## src/rtl/bo4_pkg.sv

```systemverilog
// shared types, codes and helpers for the best-of-four int8 block encoder
`timescale 1ns / 1ps

package bo4_pkg;

	localparam int NW = 32;
	localparam int IDX_W = 5;
	localparam int FILL_W = 6;
	localparam int GROUP_SIZE = 4;
	localparam int NUM_GROUPS = NW / GROUP_SIZE;
	localparam int SIZE_LIMIT = 33;
	localparam int RAW_SIZE = 1 + NW;
	localparam int BITMAP_HEADER_BITS = 48;
	localparam int ADAPT_HEADER_BITS = 19;
	// bitmap size is 38 - mode count
	localparam int BM_BASE = (BITMAP_HEADER_BITS + NW * 8) / 8;
	// adaptive size is 4*r + 3
	localparam int AD_BASE = (ADAPT_HEADER_BITS + 7) / 8;
	localparam int AD_MUL = NW / 8;
	// group size is (103 + 3*sum of widths) / 8
	localparam int GR_BASE = 8 + NUM_GROUPS * 11 + 7;

	localparam logic [7:0] TAG_RAW = 8'h0A;
	localparam logic [7:0] TAG_BITMAP = 8'h0B;
	localparam logic [7:0] TAG_GROUP = 8'h0C;
	localparam logic [7:0] TAG_ADAPT = 8'h0D;

	localparam logic [1:0] METH_RAW = 2'd0;
	localparam logic [1:0] METH_BITMAP = 2'd1;
	localparam logic [1:0] METH_GROUP = 2'd2;
	localparam logic [1:0] METH_ADAPT = 2'd3;

	typedef enum logic [3:0] {
		K_TAG, K_MODE, K_MCALC, K_MASK, K_BMW, K_RAW,
		K_GHEAD, K_GOFF, K_AHEAD, K_AOFF
	} kind_t;

	typedef struct packed {
		logic             load;
		logic             inc;
		logic             decide;
		logic             push;
		logic             drain;
		logic             clear;
		kind_t            kind;
		logic [IDX_W-1:0] idx;
	} cmd_t;

	typedef struct packed {
		logic       full;
		logic       pack_empty;
		logic [1:0] method;
	} st_t;

	// smallest b >= 1 with 2^b > span, at most 9
	function automatic logic [3:0] width_for(input logic [8:0] span);
		logic [3:0] b;
		b = 4'd1;
		for (int k = 1; k <= 8; k++) begin
			if (span >= (9'd1 << k))
				b = b + 4'd1;
		end
		return b;
	endfunction

endpackage

```

## src/rtl/bo4_ctrl.sv

```systemverilog
// controller: load sequencing, method decision step and emission walk
`timescale 1ns / 1ps

module bo4_ctrl import bo4_pkg::*; (
	input  logic clk,
	input  logic arst_n,
	input  logic start,
	output logic busy,
	input  st_t  st,
	output cmd_t cmd
);

	typedef enum logic [2:0] {S_LOAD, S_INC, S_DECIDE, S_EMIT, S_DRAIN} state_t;
	typedef enum logic [3:0] {
		SG_TAG, SG_MODE, SG_MCALC, SG_MASK, SG_BMW, SG_RAW, SG_GROUP, SG_AHEAD, SG_AOFF
	} seg_t;

	state_t           state_q;
	seg_t             seg_q;
	logic [IDX_W-1:0] idx_q;
	logic             ph_q;
	logic             busy_q;
	logic [IDX_W-1:0] seg_last;
	seg_t             seg_next;
	logic             seg_done;

	assign busy = busy_q;

	always_comb begin
		unique case (seg_q)
			SG_TAG, SG_MODE, SG_AHEAD: seg_last = '0;
			SG_MASK:                   seg_last = IDX_W'(NW / 8 - 1);
			default:                   seg_last = IDX_W'(NW - 1);
		endcase
	end

	// segment order per method; seg_done ends the walk
	always_comb begin
		seg_next = SG_TAG;
		seg_done = 1'b0;
		unique case (seg_q)
			SG_TAG: begin
				unique case (st.method)
					METH_RAW:    seg_next = SG_RAW;
					METH_BITMAP: seg_next = SG_MODE;
					METH_GROUP:  seg_next = SG_GROUP;
					default:     seg_next = SG_AHEAD;
				endcase
			end
			SG_MODE:  seg_next = SG_MCALC;
			SG_MCALC: seg_next = SG_MASK;
			SG_MASK:  seg_next = SG_BMW;
			SG_AHEAD: seg_next = SG_AOFF;
			default:  seg_done = 1'b1;
		endcase
	end

	always_comb begin
		cmd = '0;
		cmd.load = (state_q == S_LOAD) && start;
		cmd.inc = (state_q == S_INC);
		cmd.decide = (state_q == S_DECIDE);
		cmd.push = (state_q == S_EMIT) && ph_q;
		cmd.drain = (state_q == S_DRAIN);
		cmd.clear = (state_q == S_DRAIN) && st.pack_empty;
		cmd.idx = idx_q;
		unique case (seg_q)
			SG_TAG:   cmd.kind = K_TAG;
			SG_MODE:  cmd.kind = K_MODE;
			SG_MCALC: cmd.kind = K_MCALC;
			SG_MASK:  cmd.kind = K_MASK;
			SG_BMW:   cmd.kind = K_BMW;
			SG_RAW:   cmd.kind = K_RAW;
			SG_GROUP: cmd.kind = (idx_q[1:0] == 2'd0) ? K_GHEAD : K_GOFF;
			SG_AHEAD: cmd.kind = K_AHEAD;
			default:  cmd.kind = K_AOFF;
		endcase
	end

	always_ff @(posedge clk or negedge arst_n) begin
		if (!arst_n) begin
			state_q <= S_LOAD;
			seg_q <= SG_TAG;
			idx_q <= '0;
			ph_q <= 1'b0;
			busy_q <= 1'b0;
		end else begin
			unique case (state_q)
				S_LOAD: begin
					if (start) begin
						state_q <= S_INC;
						busy_q <= 1'b1;
					end
				end
				S_INC: begin
					if (st.full) begin
						state_q <= S_DECIDE;
					end else begin
						state_q <= S_LOAD;
						busy_q <= 1'b0;
					end
				end
				S_DECIDE: begin
					state_q <= S_EMIT;
					seg_q <= SG_TAG;
					idx_q <= '0;
					ph_q <= 1'b0;
				end
				S_EMIT: begin
					ph_q <= ~ph_q;
					if (ph_q) begin
						if (idx_q == seg_last) begin
							idx_q <= '0;
							if (seg_done)
								state_q <= S_DRAIN;
							else
								seg_q <= seg_next;
						end else begin
							idx_q <= idx_q + IDX_W'(1);
						end
					end
				end
				S_DRAIN: begin
					if (st.pack_empty) begin
						state_q <= S_LOAD;
						busy_q <= 1'b0;
					end
				end
				default: state_q <= S_LOAD;
			endcase
		end
	end

endmodule

```

## src/rtl/bo4_datapath.sv

```systemverilog
// datapath: weight store, value counts, statistics, size compare and bit packer
`timescale 1ns / 1ps

module bo4_datapath import bo4_pkg::*; (
	input  logic       clk,
	input  logic       arst_n,
	input  cmd_t       cmd,
	input  logic [7:0] weight,
	output st_t        st,
	output logic [7:0] out_byte,
	output logic [5:0] byte_index,
	output logic [1:0] method,
	output logic [5:0] block_size,
	output logic       last_byte,
	output logic       result_strobe
);

	// all values are kept biased (weight + 128), which keeps the order
	logic [7:0] wb;
	assign wb = {~weight[7], weight[6:0]};

	logic [7:0]        store_mem [NW];
	logic [7:0]        rd_q;
	logic [5:0]        cnt_mem [256];
	logic [5:0]        cnt_rd_q;
	logic [255:0]      cnt_vld_q;
	logic              vld_rd_q;
	logic [7:0]        wb_q;
	logic [FILL_W-1:0] fill_q;
	logic [7:0]        min_q, max_q;
	logic [5:0]        best_cnt_q;
	logic [7:0]        best_idx_q;
	logic [7:0]        gbase_q, mabs_q;
	logic              grp_end_q;
	logic [2:0]        grp_no_q;
	logic [3:0]        gw_q [NUM_GROUPS];
	logic [6:0]        sumb_q;
	logic              gbad_q;
	logic [1:0]        method_q;
	logic [5:0]        size_q;
	logic [3:0]        r_q;
	logic [7:0]        ebase_q;
	logic [NW-1:0]     mask_q;
	logic [23:0]       acc_q;
	logic [4:0]        pcnt_q;
	logic [5:0]        ocnt_q;
	logic [7:0]        obyte_q;
	logic [5:0]        oidx_q;
	logic              olast_q, ostb_q;

	logic [5:0] cnt_new;
	logic [7:0] adiff;
	logic [3:0] gb_raw, gb;
	assign cnt_new = (vld_rd_q ? cnt_rd_q : 6'd0) + 6'd1;
	assign adiff = (wb >= gbase_q) ? (wb - gbase_q) : (gbase_q - wb);
	assign gb_raw = width_for({mabs_q, 1'b0});
	assign gb = (gb_raw > 4'd8) ? 4'd8 : gb_raw;

	// memories
	always_ff @(posedge clk) begin
		if (cmd.load) begin
			store_mem[fill_q[IDX_W-1:0]] <= wb;
			cnt_rd_q <= cnt_mem[wb];
			wb_q <= wb;
		end
		if (cmd.inc)
			cnt_mem[wb_q] <= cnt_new;
		rd_q <= store_mem[cmd.idx];
	end

	// size of each candidate
	logic [3:0] r_w;
	logic [5:0] bm_size, gr_size, ad_size, sel_s;
	logic [8:0] gr_bits;
	logic [1:0] sel_m;
	always_comb begin
		r_w = width_for({1'b0, max_q - min_q});
		bm_size = 6'(BM_BASE) - best_cnt_q;
		gr_bits = 9'(GR_BASE) + 9'(sumb_q) + 9'({sumb_q, 1'b0});
		gr_size = gr_bits[8:3];
		ad_size = 6'(AD_MUL) * {2'b0, r_w} + 6'(AD_BASE);
		sel_s = 6'(RAW_SIZE);
		sel_m = METH_RAW;
		if (bm_size < 6'(SIZE_LIMIT) && bm_size < sel_s) begin
			sel_s = bm_size;
			sel_m = METH_BITMAP;
		end
		if (gr_size < sel_s) begin
			sel_s = gr_size;
			sel_m = METH_GROUP;
		end
		if (ad_size < 6'(SIZE_LIMIT) && ad_size < sel_s) begin
			sel_s = ad_size;
			sel_m = METH_ADAPT;
		end
		if (sel_m == METH_GROUP && gbad_q) begin
			sel_s = 6'(RAW_SIZE);
			sel_m = METH_RAW;
		end
	end

	// field for the current emission step
	logic [3:0]        cb;
	logic signed [9:0] gs, ghalf, gtop;
	logic [10:0]       fval;
	logic [3:0]        flen;
	logic [7:0]        tag;
	always_comb begin
		cb = gw_q[cmd.idx[IDX_W-1:2]];
		ghalf = 10'sd1 <<< (cb - 4'd1);
		gtop = (10'sd1 <<< cb) - 10'sd1;
		gs = $signed({2'b0, rd_q}) - $signed({2'b0, ebase_q}) + ghalf;
		if (gs < 10'sd0)
			gs = 10'sd0;
		else if (gs > gtop)
			gs = gtop;
		case (method_q)
			METH_RAW:    tag = TAG_RAW;
			METH_BITMAP: tag = TAG_BITMAP;
			METH_GROUP:  tag = TAG_GROUP;
			default:     tag = TAG_ADAPT;
		endcase
		fval = '0;
		flen = '0;
		case (cmd.kind)
			K_TAG: begin
				fval = {3'b0, tag};
				flen = 4'd8;
			end
			K_MODE: begin
				fval = {3'b0, best_idx_q};
				flen = 4'd8;
			end
			K_MASK: begin
				fval = {3'b0, mask_q[cmd.idx[1:0]*8 +: 8]};
				flen = 4'd8;
			end
			K_BMW: begin
				if (rd_q != best_idx_q) begin
					fval = {3'b0, rd_q};
					flen = 4'd8;
				end
			end
			K_RAW: begin
				fval = {3'b0, rd_q};
				flen = 4'd8;
			end
			K_GHEAD: begin
				fval = {cb[2:0], rd_q};
				flen = 4'd11;
			end
			K_GOFF: begin
				fval = 11'(gs[7:0]);
				flen = cb;
			end
			K_AHEAD: begin
				fval = {r_q[2:0], min_q};
				flen = 4'd11;
			end
			K_AOFF: begin
				fval = {3'b0, rd_q - min_q};
				flen = r_q;
			end
			default: begin
				fval = '0;
				flen = '0;
			end
		endcase
	end

	// packer: one byte out per cycle at most
	logic        emit;
	logic [23:0] acc_sh;
	logic [4:0]  pcnt_sh;
	assign emit = (pcnt_q >= 5'd8) || (cmd.drain && pcnt_q != 5'd0);
	always_comb begin
		acc_sh = emit ? (acc_q >> 8) : acc_q;
		if (!emit)
			pcnt_sh = pcnt_q;
		else if (pcnt_q >= 5'd8)
			pcnt_sh = pcnt_q - 5'd8;
		else
			pcnt_sh = '0;
	end

	always_ff @(posedge clk or negedge arst_n) begin
		if (!arst_n) begin
			cnt_vld_q <= '0;
			vld_rd_q <= 1'b0;
			fill_q <= '0;
			min_q <= 8'hFF;
			max_q <= 8'h00;
			best_cnt_q <= '0;
			best_idx_q <= '0;
			grp_end_q <= 1'b0;
			sumb_q <= '0;
			gbad_q <= 1'b0;
			method_q <= METH_RAW;
			size_q <= '0;
			acc_q <= '0;
			pcnt_q <= '0;
			ocnt_q <= '0;
			ostb_q <= 1'b0;
		end else begin
			ostb_q <= emit;
			if (cmd.load) begin
				vld_rd_q <= cnt_vld_q[wb];
				fill_q <= fill_q + FILL_W'(1);
				if (wb < min_q)
					min_q <= wb;
				if (wb > max_q)
					max_q <= wb;
				grp_end_q <= (fill_q[1:0] == 2'd3);
			end
			if (cmd.inc) begin
				cnt_vld_q[wb_q] <= 1'b1;
				if (cnt_new > best_cnt_q || (cnt_new == best_cnt_q && wb_q < best_idx_q)) begin
					best_cnt_q <= cnt_new;
					best_idx_q <= wb_q;
				end
				if (grp_end_q) begin
					sumb_q <= sumb_q + 7'(gb);
					if (gb == 4'd8)
						gbad_q <= 1'b1;
				end
			end
			if (cmd.decide) begin
				method_q <= sel_m;
				size_q <= sel_s;
			end
			if (cmd.push) begin
				acc_q <= acc_sh | (24'(fval) << pcnt_sh);
				pcnt_q <= pcnt_sh + 5'(flen);
			end else begin
				acc_q <= acc_sh;
				pcnt_q <= pcnt_sh;
			end
			if (emit)
				ocnt_q <= ocnt_q + 6'd1;
			if (cmd.clear) begin
				cnt_vld_q <= '0;
				fill_q <= '0;
				min_q <= 8'hFF;
				max_q <= 8'h00;
				best_cnt_q <= '0;
				best_idx_q <= '0;
				sumb_q <= '0;
				gbad_q <= 1'b0;
				ocnt_q <= '0;
			end
		end
	end

	// payload registers
	always_ff @(posedge clk) begin
		if (cmd.load) begin
			grp_no_q <= fill_q[IDX_W-1:2];
			if (fill_q[1:0] == 2'd0) begin
				gbase_q <= wb;
				mabs_q <= '0;
			end else if (adiff > mabs_q) begin
				mabs_q <= adiff;
			end
		end
		if (cmd.inc && grp_end_q)
			gw_q[grp_no_q] <= gb;
		if (cmd.decide)
			r_q <= r_w;
		if (cmd.push && cmd.kind == K_GHEAD)
			ebase_q <= rd_q;
		if (cmd.push && cmd.kind == K_MCALC)
			mask_q[cmd.idx] <= (rd_q != best_idx_q);
		obyte_q <= acc_q[7:0];
		oidx_q <= ocnt_q;
		olast_q <= (ocnt_q == size_q - 6'd1);
	end

	assign st.full = fill_q[FILL_W-1];
	assign st.pack_empty = (pcnt_q == 5'd0);
	assign st.method = method_q;

	assign out_byte = obyte_q;
	assign byte_index = oidx_q;
	assign method = method_q;
	assign block_size = size_q;
	assign last_byte = olast_q;
	assign result_strobe = ostb_q;

endmodule

```

## src/rtl/int8_block_best_of_four_encoder.sv

```systemverilog
// top level of the best-of-four int8 block encoder
`timescale 1ns / 1ps

// Takes 32 signed 8-bit weights, one transaction each (start high while busy
// is low), and after the 32nd emits the shortest of four packed encodings
// (raw 0x0A, bitmap 0x0B, group of four 0x0C, adaptive 0x0D), one byte per
// result_strobe pulse, tag byte first, with byte_index, method, block_size and
// last_byte alongside. The receiver cannot stall: every byte shows for exactly
// one cycle and must be taken then. Each weight transaction is accepted, then
// its value count in a 256-entry memory gets a read-modify-write. After the
// last weight a decision step picks the method, then the emission walk does
// each packed field as a store read, then a push into the bit packer (for
// bitmap: tag, mode, 32 mask-bit steps, 4 mask bytes, 32 weights); then the
// packer drains. busy stays high through all of that. A group-of-four win in
// which any group needs width 8 or more goes out as raw instead.

module int8_block_best_of_four_encoder import bo4_pkg::*; (
	input  logic       clk,
	input  logic       arst_n,
	input  logic       start,
	output logic       busy,
	input  logic [7:0] weight,
	output logic       result_strobe,
	output logic [7:0] out_byte,
	output logic [5:0] byte_index,
	output logic [1:0] method,
	output logic [5:0] block_size,
	output logic       last_byte
);

	// command and status between sequencer and datapath
	cmd_t cmd;
	st_t  st;

	bo4_ctrl u_ctrl (
		.clk    (clk),
		.arst_n (arst_n),
		.start  (start),
		.busy   (busy),
		.st     (st),
		.cmd    (cmd)
	);

	bo4_datapath u_dp (
		.clk           (clk),
		.arst_n        (arst_n),
		.cmd           (cmd),
		.weight        (weight),
		.st            (st),
		.out_byte      (out_byte),
		.byte_index    (byte_index),
		.method        (method),
		.block_size    (block_size),
		.last_byte     (last_byte),
		.result_strobe (result_strobe)
	);

endmodule

```

## config.mk

```make
export PLATFORM = sky130hd
export DESIGN_NAME = int8_block_best_of_four_encoder
export DESIGN_NICKNAME = d
export VERILOG_FILES = /design/src/rtl/bo4_pkg.sv /design/src/rtl/bo4_ctrl.sv /design/src/rtl/bo4_datapath.sv /design/src/rtl/int8_block_best_of_four_encoder.sv
export SDC_FILE = /design/constraint.sdc
export NUM_CORES = 2
export LEC_CHECK = 0
export BUFFER_PORTS_ARGS = -buffer_cell sky130_fd_sc_hd__buf_2
export CELL_PAD_IN_SITES_DETAIL_PLACEMENT = 0
export CELL_PAD_IN_SITES_GLOBAL_PLACEMENT = 1
export CORE_MARGIN = 4
export CORE_UTILIZATION = 30
export CTS_CLUSTER_DIAMETER = 30
export CTS_CLUSTER_SIZE = 24
export DETAILED_ROUTE_END_ITERATION = 7
export MAX_ROUTING_LAYER = met4
export PLACE_DENSITY = 0.5
export SLEW_MARGIN = 20
export SYNTH_ARGS = -nofsm -noshare
export SYNTH_HDL_FRONTEND = slang
export SYNTH_SLANG_ARGS = --single-unit
```

## constraint.sdc

```tcl
create_clock -name clk -period 20.4 [get_ports clk]
set_input_delay 6.12 -clock clk [delete_from_list [all_inputs] [get_ports clk]]
set_output_delay 6.12 -clock clk [all_outputs]
set_load 0.01 [all_outputs]
```

* Yosys cells after proc, flatten, opt, wreduce, memory -nomap -nowiden *
Memory sizes are Yosys's and may differ from the RTL's. A register that Yosys moved wholly into a read port is not among the register bits.
Cells that the tools add are included.

cells by class
  shift operators = 4
  reductions and logical operators = 48
  add/subtract/negate cells = 33
  equality and inequality tests = 36
  bitwise gates (word level) = 4
  magnitude comparators = 34
  multiplexer cells = 101

operators by type and width
  operator               number
  $mux 256               2
  $or 256x256->256       1
  $mux 8                 14
  $pmux 11 s9            1
  $mux 4                 18
  $mux 6                 12
  $mux 24                2
  $add 4x1->4 const B    11
  $pmux 4 s5             2
  $bwmux 32              1
  $eq 4x3->1 const B     8
  $pmux 4 s8             1
  $shiftx 32x6->8        1
  $sub 8x8->8            4
  $mux 5                 5
  $or 24x24->24          1
  $shl 11x5->24          1
  $mux 7                 3
  $pmux 5 s2             2
  $reduce_bool 2->1      10
  $sshl 2x4->10 const A  2
  $add 6x1->6 const B    3
  $lt 8x9->1 const B     2
  $mux 1                 18
  other kinds (82)       135

storage, ports and cells
  word-level logic and storage cells = 294
  RAM bits = 1824
  input bits = 11
  memories kept = 3
  output and inout port bits = 25
  bits in registers = 446

memory list
  memory          words  bits a word  rd ports  clocked after memory_dff  wr ports  RTL line            source
  u_dp.cnt_mem    256    6            1         1                         1         bo4_datapath.sv:24  logic [5:0] cnt_mem [256];
  u_dp.store_mem  32     8            1         1                         1         bo4_datapath.sv:22  logic [7:0] store_mem [NW];
  u_dp.gw_q       8      4            1         0                         1         bo4_datapath.sv:36  logic [3:0] gw_q [NUM_GROUPS];

* Logic depth before layout (Yosys ltp) *
  depth after elaboration = 23
  mapped depth = 32
  mapped depth without buffers = 31

* Modules after synthesis *
A second synthesis with hierarchy kept.

second synthesis, totals
  cell total of the unflattened synthesis = 5466
  area, all modules = 95550.4 um^2

by module, submodules not included
  module        area an instance (um^2)  seq. area each (um^2)  cells an instance  instances
  bo4_datapath  94551.9                  66213.5                5353               1
  bo4_ctrl      998.5                    350.3                  113                1

* Worst setup path after synthesis *
Ideal clock, no wire load.

  path type = register to register
  from = register u_dp.vld_rd_q
  to = register u_dp.best_cnt_q[3]
  path buffers = 1
  library setup time = 142 ps
  clock period less this slack = 14238 ps
  arrival time = 14097 ps
  path slack = 6162 ps
  cell stages (with the launch flop) = 16
  required time = 20258 ps
  cells stage by stage = dfrtp_1 nand2_1 inv_1 ha_1 xnor2_1 ha_1 o21a_1 o21a_1 o21ai_0 nand2b_1 a21oi_1 nor2_1 a21oi_1 nor2_1 clkbuf_1 mux2_2

between the ends
  longest elaborated chain between the ends = 7
  elaborated cells between the ends (all ways) = 11
  classes of those cells = add/sub (1); order compare (1); eq/ne (1); mux (4); reduce/logical (4)

RTL lines
  what                                                RTL line             source
  start: declaration                                  bo4_datapath.sv:27   logic vld_rd_q;
  start signal: assignment                            bo4_datapath.sv:207  vld_rd_q <= cnt_vld_q[wb];
  $mux 6 (*)                                          bo4_datapath.sv:54   assign cnt_new = (vld_rd_q ? cnt_rd_q : 6'd0) + 6'd1;
  $add 6x1->6 (*)                                     bo4_datapath.sv:54
  net u_dp.cnt_new[0]                                 bo4_datapath.sv:51   logic [5:0] cnt_new;
  branches (longest 2 deep; another with $gt 6x6->1)  -
  $logic_or 1x1->1 (*)                                bo4_datapath.sv:217  if (cnt_new > best_cnt_q || (cnt_new == best_cnt_q && wb_q < best_idx_q)) begin
  $reduce_bool 2->1 (no line) (*)                     -
  $reduce_and 2->1 (no line) (*)                      -
  end signal: assignment                              bo4_datapath.sv:218  best_cnt_q <= cnt_new;
  end: declaration                                    bo4_datapath.sv:31   logic [5:0] best_cnt_q;

Mark *: on every way through the listed nets, which the timed path passes. The select of a mux whose other input is x is not followed.
A chain may end at the register's enable or synchronous reset.

* Worst setup path in the final report *
  from = input port weight[0]
  to = register u_dp.mabs_q[3], enable pin

between the ends
  longest elaborated chain between the ends = 5
  elaborated cells between the ends (all ways) = 7
  classes of those cells = add/sub (2); order compare (2); mux (1); reduce/logical (2)

RTL lines
  what                                              RTL line                               source
  start: declaration                                int8_block_best_of_four_encoder.sv:22  input logic [7:0] weight,
  $sub 8x8->8 / $ge 8x8->1 (equally long branches)  bo4_datapath.sv:55                     assign adiff = (wb >= gbase_q) ? (wb - gbase_q) : (gbase_q - wb);
  $mux 8 (*)                                        bo4_datapath.sv:55
  net u_dp.adiff[6]                                 bo4_datapath.sv:52                     logic [7:0] adiff;
  $gt 8x8->1 (*)                                    bo4_datapath.sv:261                    end else if (adiff > mabs_q) begin
  $reduce_bool 2->1 (no line) (*)                   -
  $reduce_and 2->1 (no line) (*)                    -
  end signal: assignment                            bo4_datapath.sv:262                    mabs_q <= adiff;
  end: declaration                                  bo4_datapath.sv:33                     logic [7:0] gbase_q, mabs_q;

The timed path passes the listed nets; every way through them passes the cells marked *.

==> impl_results.md <==
- Max transition margin: 0.2305
- Synth area leader: edfxtp_1
- Area growth from synthesis to layout: 22.96%
- Clk_lat worst skew: approximately 0.93 ns
- M1 GR Usage: 0.2209
- Crit share post-route: 0.5166
- Syn Std Cell Area: roughly 95,000 um^2
- CP Max Fanout: 40
- Post-CTS Setup Bufs: 0
- Crit. Startpoint: weight[0]
- Clk sinks: between 2,000 and 2,500
- Detail Route Antenna Nets: 0
- # IOs: 36
- Worst Path Required: about 21 ns
- Met2 Use GR: 0.2708
- WP data arrival: approximately 11 ns
- DRC Markers: 0
- Detailed Route WL: about 270,000 um
- Worst r2r src: u_ctrl.idx_q[3]$_DFFE_PN0P_
- Final min period: 10.54 ns
- Placed wire-length estimate: roughly 160,000 um
- Initial Utilization: 0.3019
- # hold bufs at CTS: 0
- Total gr overflow: 0
- Post-CTS Resized: 0
- Count leader, synth: edfxtp_1
- CTS tree: built
- Startpoint Class: primary input
- 1st-iter DRT viols: 4,106
- Total GRT Usage: 0.1662
- Crit. End Element: flip-flop
- Hold Path Origin: u_dp.acc_q[5]$_DFF_PN0_
- Number of flops mapped to enable cells by yosys: between 1,500 and 2,000
- Number of global-route vias before repair: around 54,000
- Synth top area cells: edfxtp_1 60%, mux4_2 16%, dfrtp_1 9.2%, nor2_1 2.9%, ha_1 1.8%
- Pins Over Slew Limit: 0
- Leak: just under 40 nW
- Worst-Margin Slew: about 1.1 ns
- Synth Flop Type: edfxtp_1
- DP Area: 100,600 um^2
- Post-synthesis async set-or-reset flop share: 0.1576
- Max clock buf depth: 4
- Power density over the cells: approximately 130 nW/um^2
- First drt pass iteration count: 5
- Nets: 5,846
- Post-DR vias/cell: ~5.0
- Root Driver: clkbuf_16
- Chip Width: between 500 and 600 um
- Cts bufs inserted: 472
- Final setup TNS: 0 ns
- Post-synthesis cell type count: 85
- Clk pin slew, worst setup/hold paths: approximately 0.040 ns
- Die area: about 330,000 um^2
- Endpoints failing setup: 0
- Via Count: around 51,000
- Grt met3 use: 0.02370
- Sequential share of the synthesized area: 0.6983
- Largest net degree at the start of global routing: roughly 210
- Power, Total: roughly 0.015 W
- Final Skew: roughly 0.094 ns
- Fin. Hold Viols: 0
- First-pass GRT wire length: between 300,000 and 400,000 um
- RSZ-0062 raised after global routing: false
- Seq cells post-synth: between 2,000 and 2,500
- Outcome: finished clean
- Top-area cell type share of the netlist area: 0.5988
- H-tree depth: 5
- Maximum vdd ir drop: 0.1210 mV
- Die H: 571.7 um
- Synth top cells by count: 1,901 x edfxtp_1, 731 x nor2_1, 671 x mux4_2
- Placed Cells: roughly 9,400
- Layout cells sized above 1: 0.2751
- Kind of critical path: in -> reg
- Syn Nets: 5,523
- Syn Area/Cell: between 15 and 20 um^2
- Hold Path Class: reg -> reg
- Fmax: 94.90 MHz
- Final estimated routing congestion in global placement: a little under 0.8
- Initial antenna violation count: 15
- Layout Cells excl Fill: around 10,000
- Synthesis Warnings: 0
- Placeable Area: 315,700 um^2
- Most Used Layer, Global Route: met2
- Port bufs: 35
- Num rows: about 210
- Max Cap Violations: 0
- Post-layout instance area: between 100,000 and 150,000 um^2
- Final Core Density: 0.3712
- Post-Syn Instances: approximately 5,400
- DR WL/cell: around 26 um
-- cell families (layout without fill, tap and decap cells) --
kind of cell	after synthesis	count (layout)	synth area share
adder cells (fa/ha/maj)	148	148	0.02021
multiplexers	729	729	0.1653
buffers and inverters	400	1136	0.01608
AND/OR/NAND/NOR	1174	1174	0.05242
flip-flops	2284	2284	0.6983
AO/OA/AOI/OAI	538	538	0.03936
other	0	2	0
XOR/XNOR	91	91	0.008361
-- final timing paths --
check                      depth (start not counted)                              to  slack (ns)
min                                                0        u_dp.out_byte[5]$_DFF_P_        0.37
min in group asynchronous                          1  u_dp.cnt_vld_q[80]$_DFFE_PN0P_        5.15
max reg2reg                                       24        u_dp.acc_q[20]$_DFF_PN0_       12.29
max                                               22    u_dp.mabs_q[3]$_SDFFCE_PN0P_        9.86
min reg2reg                                        0        u_dp.out_byte[5]$_DFF_P_        0.37
max in group asynchronous                          3    u_dp.result_strobe$_DFF_PN0_       13.09
-- report_power, final --
group	leakage [nW]	total [W]	internal [W]	switching [W]
Combinational	9.65	0.00176	0.000625	0.00113
Sequential	20.8	0.00532	0.00521	0.000105
Clock	7.97	0.00788	0.00535	0.00253
Total	38.4	0.0150	0.0112	0.00377
-- cell type report --
| class | count | area (um^2) |
|---|---|---|
| Tap cell | 4160 | 5205 |
| Fill cell | 29052 | 198500 |
| Timing Repair Buffer | 123 | 977.2 |
| Clock buffer | 549 | 12480 |
| Sequential cell | 2284 | 66570 |
| Inverter | 126 | 480.5 |
| Multi-Input combinational cell | 2680 | 27380 |
| Clock inverter | 338 | 4115 |
| Antenna cell | 2 | 5.005 |
-- through the flow --
stage               hold WS, ns  setup slack (ns)
floorplan                0.3469             6.162
global placement         0.3581             8.854
detailed placement       0.3625             8.855
CTS                      0.3767             9.852
global route             0.3807             9.401
finish                   0.3722             9.862
-- worst max-delay path, stage by stage --
cell      delay (ns)
buf_8           0.15
inv_1           0.20
ha_1            0.16
inv_1           0.06
fa_1            0.41
a21oi_1         0.22
o211ai_1        0.12
a21oi_1         0.16
o21ai_0         0.11
a21o_1          0.19
a21oi_1         0.76
mux2_2          0.44
a21boi_0        0.19
o221ai_1        0.17
xor2_1          0.20
ha_1            0.31
o21ai_0         0.08
nand2b_1        0.07
a21oi_1         0.07
a21oi_1         0.12
nor2_1          0.06
nor2_1          0.52
-- layer usage --
layer,wire (um),part of all wire,up-vias
li1,-,-,22086
met1,117800,0.44,27254
met2,131500,0.49,1264
met3,11510,0.043,400
met4,5374,0.020,0
met5,0,0,-
-- flip-flops by register name, summed over array words and instances (netlist names), 8 cells and up --
name	flops
u_dp.acc_q	24
u_dp.best_idx_q	8
u_dp.cnt_mem	1536
u_dp.cnt_vld_q	256
u_dp.ebase_q	8
u_dp.gbase_q	8
u_dp.gw_q	32
u_dp.mabs_q	8
u_dp.mask_q	32
u_dp.max_q	8
u_dp.min_q	8
u_dp.out_byte	8
u_dp.rd_q	8
u_dp.store_mem	256
u_dp.wb_q	8
-- layout by cell type, fill, tap and decap left out, types with 28 or more instances in the layout --
cell type / netlist / routed
a21oi_1: 80 / 80
inv_6: 0 / 35
ha_1: 138 / 137
inv_1: 123 / 122
a21o_1: 28 / 28
buf_2: 4 / 30
clkinv_2: 0 / 76
dfrtp_1: 352 / 350
xnor2_1: 43 / 42
nand2_1: 187 / 186
nor2b_1: 38 / 34
o21ai_0: 88 / 88
clkinv_1: 1 / 49
clkinv_4: 0 / 31
mux2i_1: 29 / 29
nand2b_1: 33 / 33
xor2_1: 48 / 48
o21a_1: 138 / 138
clkinvlp_4: 0 / 61
nor3_1: 36 / 34
nand3_1: 53 / 48
clkbuf_1: 199 / 48
clkbuf_16: 0 / 480
a22oi_1: 29 / 29
nor2_1: 731 / 725
mux4_2: 671 / 671
bufinv_16: 0 / 78
edfxtp_1: 1901 / 1901
buf_4: 3 / 81
(Power assumes the default switching activity.)
